==> src/rtl/vcpu_load_rebalancer_core_macros.svh <==
// assertion macros for the vcpu load rebalancer
`ifndef VCPU_LOAD_REBALANCER_CORE_MACROS_SVH
`define VCPU_LOAD_REBALANCER_CORE_MACROS_SVH

// same-cycle implication
`define VLR_ASSERT_IMP(lbl, clk, rst_n, ante, cons, msg) \
    lbl: assert property (@(posedge clk) disable iff (!rst_n) (ante) |-> (cons)) \
        else $error(msg);

// next-cycle implication
`define VLR_ASSERT_NXT(lbl, clk, rst_n, ante, cons, msg) \
    lbl: assert property (@(posedge clk) disable iff (!rst_n) (ante) |=> (cons)) \
        else $error(msg);

`endif

==> src/rtl/vlr_pkg.sv <==
// shared constants and controller/datapath types for the vcpu load rebalancer
package vlr_pkg;

    localparam int MAX_VMS_DEF   = 32;
    localparam int MAX_PCPUS_DEF = 32;

    localparam int CNT_W   = 7;
    localparam int P_W     = 7;
    localparam int LOAD_W  = 20;
    localparam int USAGE_W = 15;
    localparam int HOME_W  = 5;
    localparam int THR_W   = 15;
    localparam int SUM_W   = 27;
    localparam int SQ_W    = 47;
    localparam int LHS_W   = 54;
    localparam int CFG_A_W = 1;
    localparam int CFG_D_W = 15;

    localparam logic [LOAD_W-1:0] LOAD_MAX = '1;

    localparam logic [CFG_A_W-1:0] CFG_NUM_PCPUS = 1'd0;
    localparam logic [CFG_A_W-1:0] CFG_THRESHOLD = 1'd1;

    localparam logic [5:0]      NUM_PCPUS_RST = 6'd8;
    localparam logic [THR_W-1:0] THRESHOLD_RST = 15'd1280;

    typedef struct packed {
        logic             wr_item;
        logic [CNT_W-1:0] wr_addr;
        logic             ld_clr;
        logic             load_clr;
        logic             rd_a;
        logic             a_sel_vm;
        logic [CNT_W-1:0] a_addr;
        logic             rd_b;
        logic [CNT_W-1:0] b_addr;
        logic             acc_issue;
        logic             var_clr;
        logic             var_issue;
        logic [CNT_W-1:0] cpu_idx;
        logic             mul1;
        logic             mul2;
        logic             rank_issue;
        logic             ord_wr;
        logic             ord_rd;
        logic [CNT_W-1:0] rank_i;
        logic             pl_first;
        logic             min_init;
        logic             min_step;
        logic             pl_add;
        logic             res_ld;
        logic             res_bal;
        logic             res_last;
    } t_dp_cmd;

    typedef struct packed {
        logic unb;
        logic res_last;
    } t_dp_sts;

endpackage

==> src/rtl/vlr_controller.sv <==
// batch sequencer: collect, load sum, variance test, rank sort, placement, result
module vlr_controller #(
    parameter int MAX_VMS = vlr_pkg::MAX_VMS_DEF
) (
    input  logic                    i_clk,
    input  logic                    i_rst_n,
    input  logic                    i_in_valid,
    output logic                    o_in_ready,
    input  logic                    i_last_vm,
    output logic                    o_out_valid,
    input  logic                    i_out_ready,
    input  logic [vlr_pkg::P_W-1:0] i_p,
    output vlr_pkg::t_dp_cmd        o_cmd,
    input  vlr_pkg::t_dp_sts        i_sts
);
    localparam logic [4:0] S_IDLE = 5'd0;
    localparam logic [4:0] S_LCLR = 5'd1;
    localparam logic [4:0] S_LACC = 5'd2;
    localparam logic [4:0] S_LDRN = 5'd3;
    localparam logic [4:0] S_VAR  = 5'd4;
    localparam logic [4:0] S_VDRN = 5'd5;
    localparam logic [4:0] S_M1   = 5'd6;
    localparam logic [4:0] S_M2   = 5'd7;
    localparam logic [4:0] S_M3   = 5'd8;
    localparam logic [4:0] S_SJ   = 5'd9;
    localparam logic [4:0] S_SD   = 5'd10;
    localparam logic [4:0] S_SW   = 5'd11;
    localparam logic [4:0] S_PO   = 5'd12;
    localparam logic [4:0] S_PU   = 5'd13;
    localparam logic [4:0] S_PD   = 5'd14;
    localparam logic [4:0] S_PM   = 5'd15;
    localparam logic [4:0] S_PA   = 5'd16;
    localparam logic [4:0] S_PR   = 5'd17;
    localparam logic [4:0] S_OUT  = 5'd18;

    localparam logic [vlr_pkg::CNT_W-1:0] CNT_MAX = vlr_pkg::CNT_W'(MAX_VMS);
    localparam logic [vlr_pkg::CNT_W-1:0] ONE     = vlr_pkg::CNT_W'(1);

    logic [4:0]                r_state, n_state;
    logic [vlr_pkg::CNT_W-1:0] r_cnt, n_cnt, r_i, n_i, r_j, n_j;
    logic [vlr_pkg::CNT_W-1:0] n_last, p_last;
    logic                      in_acc;

    assign n_last = r_cnt - ONE;
    assign p_last = vlr_pkg::CNT_W'(i_p) - ONE;
    assign in_acc = i_in_valid && o_in_ready;

    assign o_in_ready  = r_state == S_IDLE;
    assign o_out_valid = r_state == S_OUT;

    always_comb begin
        n_state = r_state;
        n_cnt   = r_cnt;
        n_i     = r_i;
        n_j     = r_j;
        o_cmd   = '0;
        o_cmd.wr_addr = r_cnt;
        o_cmd.a_addr  = r_i;
        o_cmd.b_addr  = r_j;
        o_cmd.cpu_idx = r_j;
        o_cmd.rank_i  = r_i;
        case (r_state)
            S_IDLE: begin
                if (in_acc) begin
                    if (r_cnt < CNT_MAX) begin
                        o_cmd.wr_item = 1'b1;
                        n_cnt = r_cnt + ONE;
                    end
                    if (i_last_vm) begin
                        n_state = S_LCLR;
                    end
                end
            end
            S_LCLR: begin
                o_cmd.ld_clr  = 1'b1;
                o_cmd.var_clr = 1'b1;
                n_i = '0;
                n_state = S_LACC;
            end
            S_LACC: begin
                o_cmd.rd_a      = 1'b1;
                o_cmd.acc_issue = 1'b1;
                if (r_i == n_last) begin
                    n_state = S_LDRN;
                end else begin
                    n_i = r_i + ONE;
                end
            end
            S_LDRN: begin
                n_j = '0;
                n_state = S_VAR;
            end
            S_VAR: begin
                o_cmd.var_issue = 1'b1;
                if (r_j == p_last) begin
                    n_state = S_VDRN;
                end else begin
                    n_j = r_j + ONE;
                end
            end
            S_VDRN: begin
                n_state = S_M1;
            end
            S_M1: begin
                o_cmd.mul1     = 1'b1;
                o_cmd.load_clr = 1'b1;
                n_state = S_M2;
            end
            S_M2: begin
                o_cmd.mul2 = 1'b1;
                n_state = S_M3;
            end
            S_M3: begin
                n_i = '0;
                n_j = '0;
                if (i_sts.unb) begin
                    n_state = S_SJ;
                end else begin
                    o_cmd.res_ld  = 1'b1;
                    o_cmd.res_bal = 1'b1;
                    n_state = S_OUT;
                end
            end
            S_SJ: begin
                o_cmd.rd_a       = 1'b1;
                o_cmd.rd_b       = 1'b1;
                o_cmd.rank_issue = 1'b1;
                if (r_j == n_last) begin
                    n_state = S_SD;
                end else begin
                    n_j = r_j + ONE;
                end
            end
            S_SD: begin
                n_state = S_SW;
            end
            S_SW: begin
                o_cmd.ord_wr = 1'b1;
                n_j = '0;
                if (r_i == n_last) begin
                    n_i = '0;
                    n_state = S_PO;
                end else begin
                    n_i = r_i + ONE;
                    n_state = S_SJ;
                end
            end
            S_PO: begin
                o_cmd.ord_rd = 1'b1;
                n_state = S_PU;
            end
            S_PU: begin
                o_cmd.rd_a     = 1'b1;
                o_cmd.a_sel_vm = 1'b1;
                n_state = S_PD;
            end
            S_PD: begin
                // first p vms take a cpu of their own
                if (r_i < vlr_pkg::CNT_W'(i_p)) begin
                    o_cmd.pl_first = 1'b1;
                    n_state = S_PR;
                end else begin
                    o_cmd.min_init = 1'b1;
                    n_j = ONE;
                    n_state = S_PM;
                end
            end
            S_PM: begin
                if (r_j < vlr_pkg::CNT_W'(i_p)) begin
                    o_cmd.min_step = 1'b1;
                    n_j = r_j + ONE;
                end else begin
                    n_state = S_PA;
                end
            end
            S_PA: begin
                o_cmd.pl_add = 1'b1;
                n_state = S_PR;
            end
            S_PR: begin
                o_cmd.res_ld   = 1'b1;
                o_cmd.res_last = r_i == n_last;
                n_state = S_OUT;
            end
            S_OUT: begin
                if (i_out_ready) begin
                    if (i_sts.res_last) begin
                        n_cnt = '0;
                        n_state = S_IDLE;
                    end else begin
                        n_i = r_i + ONE;
                        n_state = S_PO;
                    end
                end
            end
            default: begin
                n_state = S_IDLE;
            end
        endcase
    end

    always_ff @(posedge i_clk) begin
        if (!i_rst_n) begin
            r_state <= S_IDLE;
            r_cnt   <= '0;
            r_i     <= '0;
            r_j     <= '0;
        end else begin
            r_state <= n_state;
            r_cnt   <= n_cnt;
            r_i     <= n_i;
            r_j     <= n_j;
        end
    end

endmodule

==> config.mk <==
export PLATFORM = sky130hd
export DESIGN_NAME = vlr_controller
export DESIGN_NICKNAME = d
export VERILOG_FILES = /design/src/rtl/vcpu_load_rebalancer_core_macros.svh /design/src/rtl/vlr_pkg.sv /design/src/rtl/vlr_controller.sv
export SDC_FILE = /design/constraint.sdc
export NUM_CORES = 1
export LEC_CHECK = 0
export ABC_AREA = 1
export BUFFER_PORTS_ARGS = -buffer_cell sky130_fd_sc_hd__buf_4
export CORE_MARGIN = 3
export CORE_UTILIZATION = 55
export DETAILED_ROUTE_END_ITERATION = 10
export PLACE_DENSITY = 0.9
export SYNTH_ARGS = -nofsm -noshare
export SYNTH_HDL_FRONTEND = slang
export SYNTH_SLANG_ARGS = --single-unit
==> constraint.sdc <==
create_clock -name i_clk -period 2.6 [get_ports i_clk]
set_input_delay 0.39 -clock i_clk [delete_from_list [all_inputs] [get_ports i_clk]]
set_output_delay 0.39 -clock i_clk [all_outputs]
set_load 0.02 [all_outputs]
==> results of run 1 <==
layer usage:
metal / share of wire / up-vias
li1: - / 1741
met1: 0.41 / 1644
met2: 0.45 / 223
met4: 0.043 / 0
met3: 0.094 / 48
met5: 0 / -
critical path, cell delays in order (launching register included):
cell	delay [ns]
dfxtp_4	0.40
clkinvlp_4	0.15
ha_4	0.20
inv_1	0.07
nand2_1	0.08
nand3b_1	0.15
nand2_1	0.09
nor2_1	0.10
nand3_1	0.09
nor2_2	0.14
nand2_2	0.10
nor2_1	0.10
buf_4	0.14
kinds of logic after synthesis:
group | after synthesis | share of synthesized area
flops | 26 | 0.173
buf+inv | 99 | 0.153
fa+ha+maj | 18 | 0.0749
xor+xnor | 13 | 0.0379
simple gates | 289 | 0.457
compound gates | 54 | 0.104
sequential cells by signal (all words and copies together), names as in the netlist:
signal and flops:
r_cnt 7, r_i 7, r_j 7, r_state 5
power by group:
| part | internal [mW] | leakage (nW) | switching [mW] | total [mW] |
|---|---|---|---|---|
| registers | 0.425 | 0.211 | 0.0522 | 0.477 |
| logic | 0.288 | 1.63 | 0.482 | 0.770 |
| clock network | 0.104 | 0.0216 | 0.139 | 0.244 |
synthesized netlist by cell type (2+ instances only):
cell type / number
nand3b_1: 4
nand3_1: 56
nor3b_1: 4
o21ai_0: 11
nor2_4: 2
nor2_1: 50
buf_2: 2
o21a_1: 2
inv_2: 9
o21ai_2: 2
ha_1: 18
nand3_2: 4
dfxtp_1: 26
nor3_2: 3
clkbuf_1: 2
nand4_1: 19
nor3_1: 8
buf_4: 18
nand2_1: 122
xnor2_1: 2
inv_1: 63
nor2_2: 7
buf_6: 2
xor2_1: 11
nand2_2: 6
a21oi_1: 32
timing repair:
action | in CTS | in global routing
endpoints found under the setup margin | 1 | 1
buffers inserted | 0 | 9
pin swaps | 0 | 2
gates resized for setup | 3 | 6
hold endpoints to repair | 0 | 0
final cells by class:
| type | instances | share of cell area |
|---|---|---|
| Sequential cell | 26 | 0.145 |
| Multi-Input combinational cell | 374 | 0.565 |
| Tap cell | 70 | 0.0242 |
| Timing Repair Buffer | 85 | 0.176 |
| Inverter | 74 | 0.0783 |
| Clock buffer | 3 | 0.0114 |
worst max path at each step:
stage,slack (ns),end,start
2_1_floorplan,0.20,o_cmd[0],r_cnt[0]
3_3_place_gp,0.25,o_cmd[0],r_cnt[0]
3_5_place_dp,0.13,o_cmd[0],r_cnt[0]
4_1_cts,0.07,o_cmd[0],r_cnt[0]
5_1_grt,-0.03,o_cmd[0],r_cnt[0]
6_report,0.12,o_cmd[0],r_cnt[0]
stage by stage:
step	TNS (ns)	area [µm²]	total power [mW]	setup WS [ns]
final	0	3630	1.49	0.118
after global routing	-0.0259	3630	1.58	-0.0259
after CTS	0	3530	1.42	0.0710
after detailed placement	0	3490	1.18	0.132
after global placement	0	3490	1.16	0.251
after floorplan	0	3010	0.995	0.198
==> impl_metrics.csv, run 1 <==
group,metric,value,unit
cts,cts_hold_buf,0,
sta,fin_crit,2.48,ns
detailed_routing,post_drt_wl_per_cell,14.6,µm
cts,cts-buffers-inserted,3,
sta,final.period_utilization,0.955,
floorplanning,die_h,80.0,µm
layout,final_cell_mix,"nand2_1 (121), buf_4 (85), inv_1 (62)",
detailed_routing,ant_nets,0,
setup_path,r2r_slack,0.37,ns
floorplanning,core_region_area,5200,µm²
cts,cts_sinks,26,
global_routing,antenna_found_initial,0,
synthesis,ys_top_cells_by_area,"dfxtp_1 (17%), nand2_1 (15%), nand3_1 (9.3%)",
global_routing,grt.met1_usage,0.355,
layout,area_growth,20.5,%
place,gp_congestion,0.955,
synthesis,syn-cell-area,3010,µm²
floorplanning,floorplan.rows,26,
synthesis,synth_area_per_cell,6.03,µm²
hold_path,worst_hold_path.endpoint,"r_i[1]",
place,place_hpwl,6.99,mm
sta,setup_viol,0,
layout,final_cells,632,
floorplanning,die_area,6390,µm²
sta,finClkSkew,0.00567,ns
synthesis,synth-edff-count,0,
global_routing,grtUsageMet2,0.469,
hold_path,min_from,"i_rst_n",
run_status,outcome,"finished clean",
cts,clkLatencyLatePin,0.28,ns
synthesis,async_flop_share,0,
floorplanning,start_util,0.578,
layout,fin_nets,596,
synthesis,yosys_warnings,0,
global_routing,grt.overflow.total,0,
layout,fillers,461,
hold_path,hold_depth,3,
setup_path,r2r_cells,16,
sta,whs,0.383,ns
global_routing,grt_first_pass_wirelength,14.4,mm
flow_run,cap_violations,0,
global_routing,use_met3,0.0429,
pwr,powerDensity,411,nW/µm²
synthesis,syn_nets,531,
setup_path,worstSetupStartpointType,"register",
setup_path,r2r-start,"r_cnt[0]",
global_routing,top_usage_layer,"met2",
layout,seqCellArea,526,µm²
synthesis,synthCells,499,
cts,cts_max_level,1,
detailed_routing,drtPass1Iterations,6,
layout,multi_input_area,2050,µm²
global_routing,track_usage,0.281,
synthesis,synth_ff_type,"dfxtp_1",
cts,cts_tree,"built",
sta,report.final.slew_viol_count,0,
detailed_routing,drt_wl_total,9.20,mm
layout,num_antenna_cells,0,
synthesis,synth.yosys.seq_area_share,0.173,
sta,worst_slew_pin_slew,0.551,ns
place,portBuffers,71,
detailed_routing,viasPerCell,5.78,
layout,final_common_cell,"nand2_1",
floorplanning,io_pins,72,
pwr,p_leak,1.87,nW
pwr,irDropWorstVdd,0.324,mV
detailed_routing,drc,0,
sta,fmax,0.403,GHz
setup_path,critPathRequiredTime,2.21,ns
synthesis,yosys.area.top_type,"dfxtp_1",
setup_path,worstSetupPathType,"reg -> out",
global_routing,grt_pass1_vias,3114,
synthesis,synth_seq_cells,26,
sta,relSlewSlack,0.630,
setup_path,worstReg2RegEnd,"r_i[4]",
floorplanning,die_w,80.0,µm
cts,cts_buffer_depth,2,
synthesis,yosysUniqueCellTypes,40,
detailed_routing,num_vias,3656,
sta,hold_violations,0,
synthesis,synth_top_area_share,0.173,
detailed_routing,drtIter0Drc,317,
cts,path_clk_slew,0.09,ns
setup_path,path_max_fanout,7,
layout,drive_gt1_frac,0.240,
setup_path,arrival,2.09,ns
layout,final_util,0.697,
setup_path,crit_path_end_kind,"primary output",
hold_path,holdCritPathClass,"in -> reg",
global_routing,grt_max_degree,19,
place,dp.cells,620,
cts,cts-root-buf,"clkbuf_8",
No activity file was read; power rests on OpenSTA's default activity.
==> inputs of run 2 (changes only) <==
- SETUP_SLACK_MARGIN: default -> 0.15
==> run 2 against run 1 <==
Final cell count increased by 0.16%. Combinational power up 2.7%. Clock skew down 0.00069 ns. Via count fell by 0.44%. Hold slack about the same. Routed wire length is 0.84% higher. Core utilization is 0.36 points higher. Power grew 1.5%. Die area stayed put. Maximum frequency is 1.4% lower. First-iteration DRC count is 8.8% higher. Non-clock buffer count up 1. Critical path type unchanged. Largest power group unchanged.
==> impl_metrics.csv, run 2 (same netlist as run 1, synthesis figures left out) <==
group,metric,value,unit
run_status,outcome,"finished clean",
detailed_routing,post_drt_wl_per_cell,14.7,µm
sta,report.final.slew_viol_count,0,
floorplanning,floorplan.rows,26,
sta,setup_viol,0,
pwr,powerDensity,415,nW/µm²
layout,final_util,0.700,
layout,drive_gt1_frac,0.252,
global_routing,antenna_found_initial,0,
global_routing,grt_max_degree,19,
sta,hold_violations,0,
layout,fin_nets,597,
pwr,clkPwrFrac,0.162,
cts,cts_tree,"built",
sta,fmax,0.397,GHz
sta,setup_slack,0.0837,ns
global_routing,grt.overflow.total,0,
flow_run,cap_violations,0,
cts,cts_sinks,26,
pwr,irDropWorstVdd,0.326,mV
floorplanning,io_pins,72,
pwr,switchingPower,683,µW
cts,clkLatencyLatePin,0.28,ns
cts,cts_max_level,1,
place,gp_congestion,0.955,
floorplanning,die_area,6390,µm²
pwr,p_leak,1.87,nW
cts,cts_buffer_depth,2,
setup_path,worstSetupStartpointType,"register",
pwr,p_seq_frac,0.315,
setup_path,worstSetupPathType,"reg -> out",
layout,fillers,455,
detailed_routing,drtPass1Iterations,5,
floorplanning,die_h,80.0,µm
setup_path,critPathRequiredTime,2.21,ns
global_routing,track_usage,0.282,
detailed_routing,drt_wl_total,9.28,mm
floorplanning,start_util,0.578,
sta,rsz0062_at_grt,"true",
setup_path,crit_path_end_kind,"primary output",
cts,path_clk_slew,0.10,ns
place,place_hpwl,6.99,mm
global_routing,grt_pass1_vias,3132,
sta,fin_crit,2.52,ns
detailed_routing,viasPerCell,5.75,
detailed_routing,num_vias,3640,
layout,final_cell_mix,"nand2_1 (118), buf_4 (86), inv_1 (60)",
detailed_routing,drtIter0Drc,345,
global_routing,grt_first_pass_wirelength,14.5,mm
layout,area_growth,21.2,%
hold_path,holdCritPathClass,"in -> reg",
cts,cts-root-buf,"clkbuf_8",
sta,final.period_utilization,0.968,
pwr,switching_share,0.452,
cts,cts_hold_buf,0,
setup_path,arrival,2.13,ns
place,dp_slack,0.132,ns
pwr,p_int,829,µW
sta,relSlewSlack,0.628,
detailed_routing,drc,0,
layout,reg_top3,"r_cnt x7, r_i x7, r_j x7",
layout,num_antenna_cells,0,
pwr,p_comb_frac,0.523,
setup_path,path_max_fanout,7,
floorplanning,core_region_area,5200,µm²
sta,finClkSkew,0.00498,ns
place,portBuffers,71,
detailed_routing,ant_nets,0,
floorplanning,die_w,80.0,µm
sta,worst_slew_pin_slew,0.555,ns
cts,cts-buffers-inserted,3,
layout,final_common_cell,"nand2_1",
## run 2: changes by cell type in the layout (fill, tap and decap cells not counted), sizes merged
cell  before  now
buf       85   86
## run 2: area by class of cell
| cell class | count | area, µm² | share of cell area |
|---|---|---|---|
| sequential | 26 | 527 | 0.145 |
| tap | 70 | 87.6 | 0.0240 |
| multi-input combinational | 374 | 2060 | 0.564 |
| clock buffer | 3 | 41.3 | 0.0113 |
| timing repair buffer | 86 | 646 | 0.177 |
| inverter | 74 | 287 | 0.0786 |
## run 2: worst paths after layout
| check | end | slack, ns | depth (start not counted) | startpoint |
|---|---|---|---|---|
| setup / recovery | o_cmd[0] | 0.08 | 12 | r_cnt[0] |
| hold reg to reg | r_cnt[0] | 0.54 | 2 | r_cnt[0] |
| hold / removal | r_j[0] | 0.38 | 3 | i_rst_n |
| setup reg to reg | r_j[6] | 0.31 | 12 | r_cnt[0] |
## run 2: layer usage
| layer | global-route usage | wire, µm |
|---|---|---|
| met1 | 0.356 | 3760 |
| met2 | 0.469 | 4220 |
| met3 | 0.0395 | 878 |
| met4 | 0.132 | 418 |
| met5 | 0 | 0 |
## run 2: critical path: stages (launching register included)
cell	delay, ns
dfxtp_4	0.41
clkinvlp_4	0.14
ha_4	0.21
inv_4	0.07
nand2_2	0.06
nand3b_1	0.13
nand2_1	0.07
nor2_1	0.11
nand3_1	0.09
nor2_2	0.18
nand2_2	0.11
nor2_1	0.12
buf_4	0.14
## run 2: through the flow
stage,hold slack [ns],area [µm²],power (mW),setup TNS [ns],std cells
floorplan,0.510,3010,0.995,0,499
global route,0.392,3640,1.61,-0.0322,633
CTS,0.383,3550,1.43,0,623
global placement,0.531,3490,1.16,0,620
finish,0.383,3640,1.51,0,633
detailed placement,0.539,3490,1.18,0,620
## run 2: repair_timing
| action | 4_1_cts | 5_1_grt |
|---|---|---|
| buffers inserted | 0 | 10 |
| resized for setup | 7 | 9 |
| pin swaps | 0 | 7 |
| endpoints found under the setup margin | 1 | 2 |
| gates cloned | 0 | 0 |
## run 2: power groups by stage
stage | Clock (mW) | Combinational, mW | Sequential, mW
finish | 0.245 | 0.791 | 0.477
global route | 0.257 | 0.867 | 0.482
CTS | 0.242 | 0.719 | 0.473
detailed placement | 0 | 0.699 | 0.480
global placement | 0 | 0.678 | 0.478
floorplan | 0 | 0.506 | 0.489
==> inputs of run 3 (changes only) <==
- CORE_UTILIZATION: 55 -> 50
- PLACE_DENSITY: 0.9 -> 0.86
- clock period: 2.6 -> 2.23 ns (I/O delays scaled with it)
==> run 3 against run 2 <==
The run now ends with negative setup slack left. Clock power rose by 18%. Flip-flop and latch count did not move. Global-route usage fell by 2.1 points. Non-clock buffer count grew 18. Final cell count rose by 3.3%. Critical path depth is 6 higher. Count of clock-buffer cells in the layout unchanged. Largest power group unchanged. Via count grew 2.0%. Critical endpoint is now r_i[1]. First-iteration DRC count is 9.0% lower. Routed wire length increased by 8.0%.
==> impl_metrics.csv, run 3 (same netlist as run 1, synthesis figures left out) <==
group,metric,value,unit
sta,setup_viol,9,
global_routing,grt_pass1_vias,3365,
layout,area_growth,32.7,%
setup_path,path_max_fanout,8,
layout,final_cell_area,3990,µm²
global_routing,antenna_found_initial,0,
sta,worst_slew_pin_slew,0.699,ns
detailed_routing,num_vias,3713,
detailed_routing,drtIter0Drc,314,
flow_run,cap_violations,0,
global_routing,grt_max_degree,16,
sta,fin_crit,2.28,ns
place,portBuffers,71,
cts,cts-buffers-inserted,3,
global_routing,grt.overflow.total,0,
sta,relSlewSlack,0.529,
layout,num_antenna_cells,0,
sta,fin_setup_tns,-0.183,ns
setup_path,path_cells,"inv_4 > ha_4 > inv_2 > nand2_2 > nand3b_1 > buf_4 > buf_6 > buf_6 > nand3_2 > nor2_1 > nand3_1 > nor2_2 > nand2_2 > nand3_4 > inv_6 > nand2_2 > nand2_1 > nor2_1",
detailed_routing,drtPass1Iterations,6,
detailed_routing,drt_wl_total,10.0,mm
global_routing,track_usage,0.261,
floorplanning,die_w,83.6,µm
cts,path_clk_slew,0.10,ns
floorplanning,die_area,6980,µm²
setup_path,cpPeakStageDelay,0.37,ns
pwr,power,1.91,mW
pwr,irDropWorstVdd,0.477,mV
setup_path,r2r_slack,-0.05,ns
place,postPlaceCellArea,3580,µm²
place,dp.cells,632,
hold_path,holdCritPathClass,"in -> reg",
layout,fin_nets,616,
detailed_routing,viasPerCell,5.68,
sta,finClkSkew,0.00230,ns
setup_path,critPathRequiredTime,2.45,ns
cts,cts_tree,"built",
global_routing,grt_first_pass_wirelength,15.5,mm
sta,fmax,0.439,GHz
setup_path,worstSetupPathType,"reg -> reg",
setup_path,crit_path_end_kind,"register",
setup_path,arrival,2.49,ns
run_status,outcome,"finished, violations left",
sta,setup_slack,-0.0461,ns
layout,final_util,0.703,
floorplanning,die_h,83.6,µm
pwr,powerDensity,480,nW/µm²
sta,report.final.slew_viol_count,0,
place,place_hpwl,7.42,mm
layout,drive_gt1_frac,0.345,
place,gp_congestion,0.986,
cts,cts_buffer_depth,2,
floorplanning,io_pins,72,
layout,final_common_cell,"nand2_1",
detailed_routing,drc,0,
sta,whs,0.329,ns
cts,cts_sinks,26,
layout,final_cell_mix,"nand2_1 (111), buf_4 (99), inv_1 (59)",
cts,clkLatencyLatePin,0.28,ns
floorplanning,core_region_area,5680,µm²
sta,hold_violations,0,
sta,final.period_utilization,1.02,
floorplanning,floorplan.rows,27,
setup_path,worstSetupStartpointType,"register",
setup_path,crit_top_cell,"nand2_2",
layout,reg_top3,"r_cnt x7, r_i x7, r_j x7",
cts,cts_hold_buf,0,
run_status,violations,"negative setup slack",
floorplanning,start_util,0.530,
detailed_routing,post_drt_wl_per_cell,15.3,µm
layout,final_cells,654,
setup_path,critical_path.slowest_cell,"dfxtp_4",
place,dp_slack,0.0906,ns
cts,cts_max_level,1,
detailed_routing,ant_nets,0,
sta,rsz0062_at_grt,"true",
layout,fillers,472,
cts,cts-root-buf,"clkbuf_8",
pwr,p_leak,2.01,nW
run 3: cell types whose count changed in the layout (fill, tap and decap cells not counted), sizes merged:
cell and delta:
nand3 +1, clkinvlp -1, inv +1, buf +18
run 3: layer usage:
layer / GRT usage / vias up / wire length, µm
met2: 0.435 / 206 / 4840
met1: 0.346 / 1690 / 4100
met4: 0.0804 / 0 / 308
met5: 0 / - / 0
met3: 0.0375 / 32 / 776
li1: - / 1785 / -
run 3: critical path, delay by kind of cell (launching register included):
kind	cells	cell delay, ns
flip-flops	1	0.37
adder cells (fa/ha/maj)	1	0.18
buffers and inverters	6	0.46
AND/OR/NAND/NOR	11	1.20
run 3: power by group:
part,internal (mW),switching (mW),leakage (nW),total (mW)
logic,0.419,0.655,1.77,1.07
clock network,0.122,0.166,0.0216,0.288
registers,0.501,0.0522,0.216,0.553
total,1.04,0.873,2.01,1.91
run 3: what timing repair did:
item / CTS / global route
setup buffers: 7 / 11
endpoints found under the setup margin: 5 / 26
pin swaps: 6 / 22
cloned: 0 / 1
resized for setup: 12 / 60
run 3: final cells by class:
type	count	area, µm²	area share
well taps	72	90.1	0.0226
repair buffers	104	800	0.200
inverters	74	288	0.0721
clock buffers	3	41.3	0.0103
multi-input cells	375	2230	0.560
flip-flops and latches	26	539	0.135
run 3: final timing paths:
path	from	endpoint	cells after the start
worst max-delay path	r_cnt[1]	r_i[1]	18
worst min-delay path	i_rst_n	r_i[0]	3
worst max register to register	r_cnt[1]	r_i[1]	18
worst min register to register	r_state[1]	r_state[1]	2
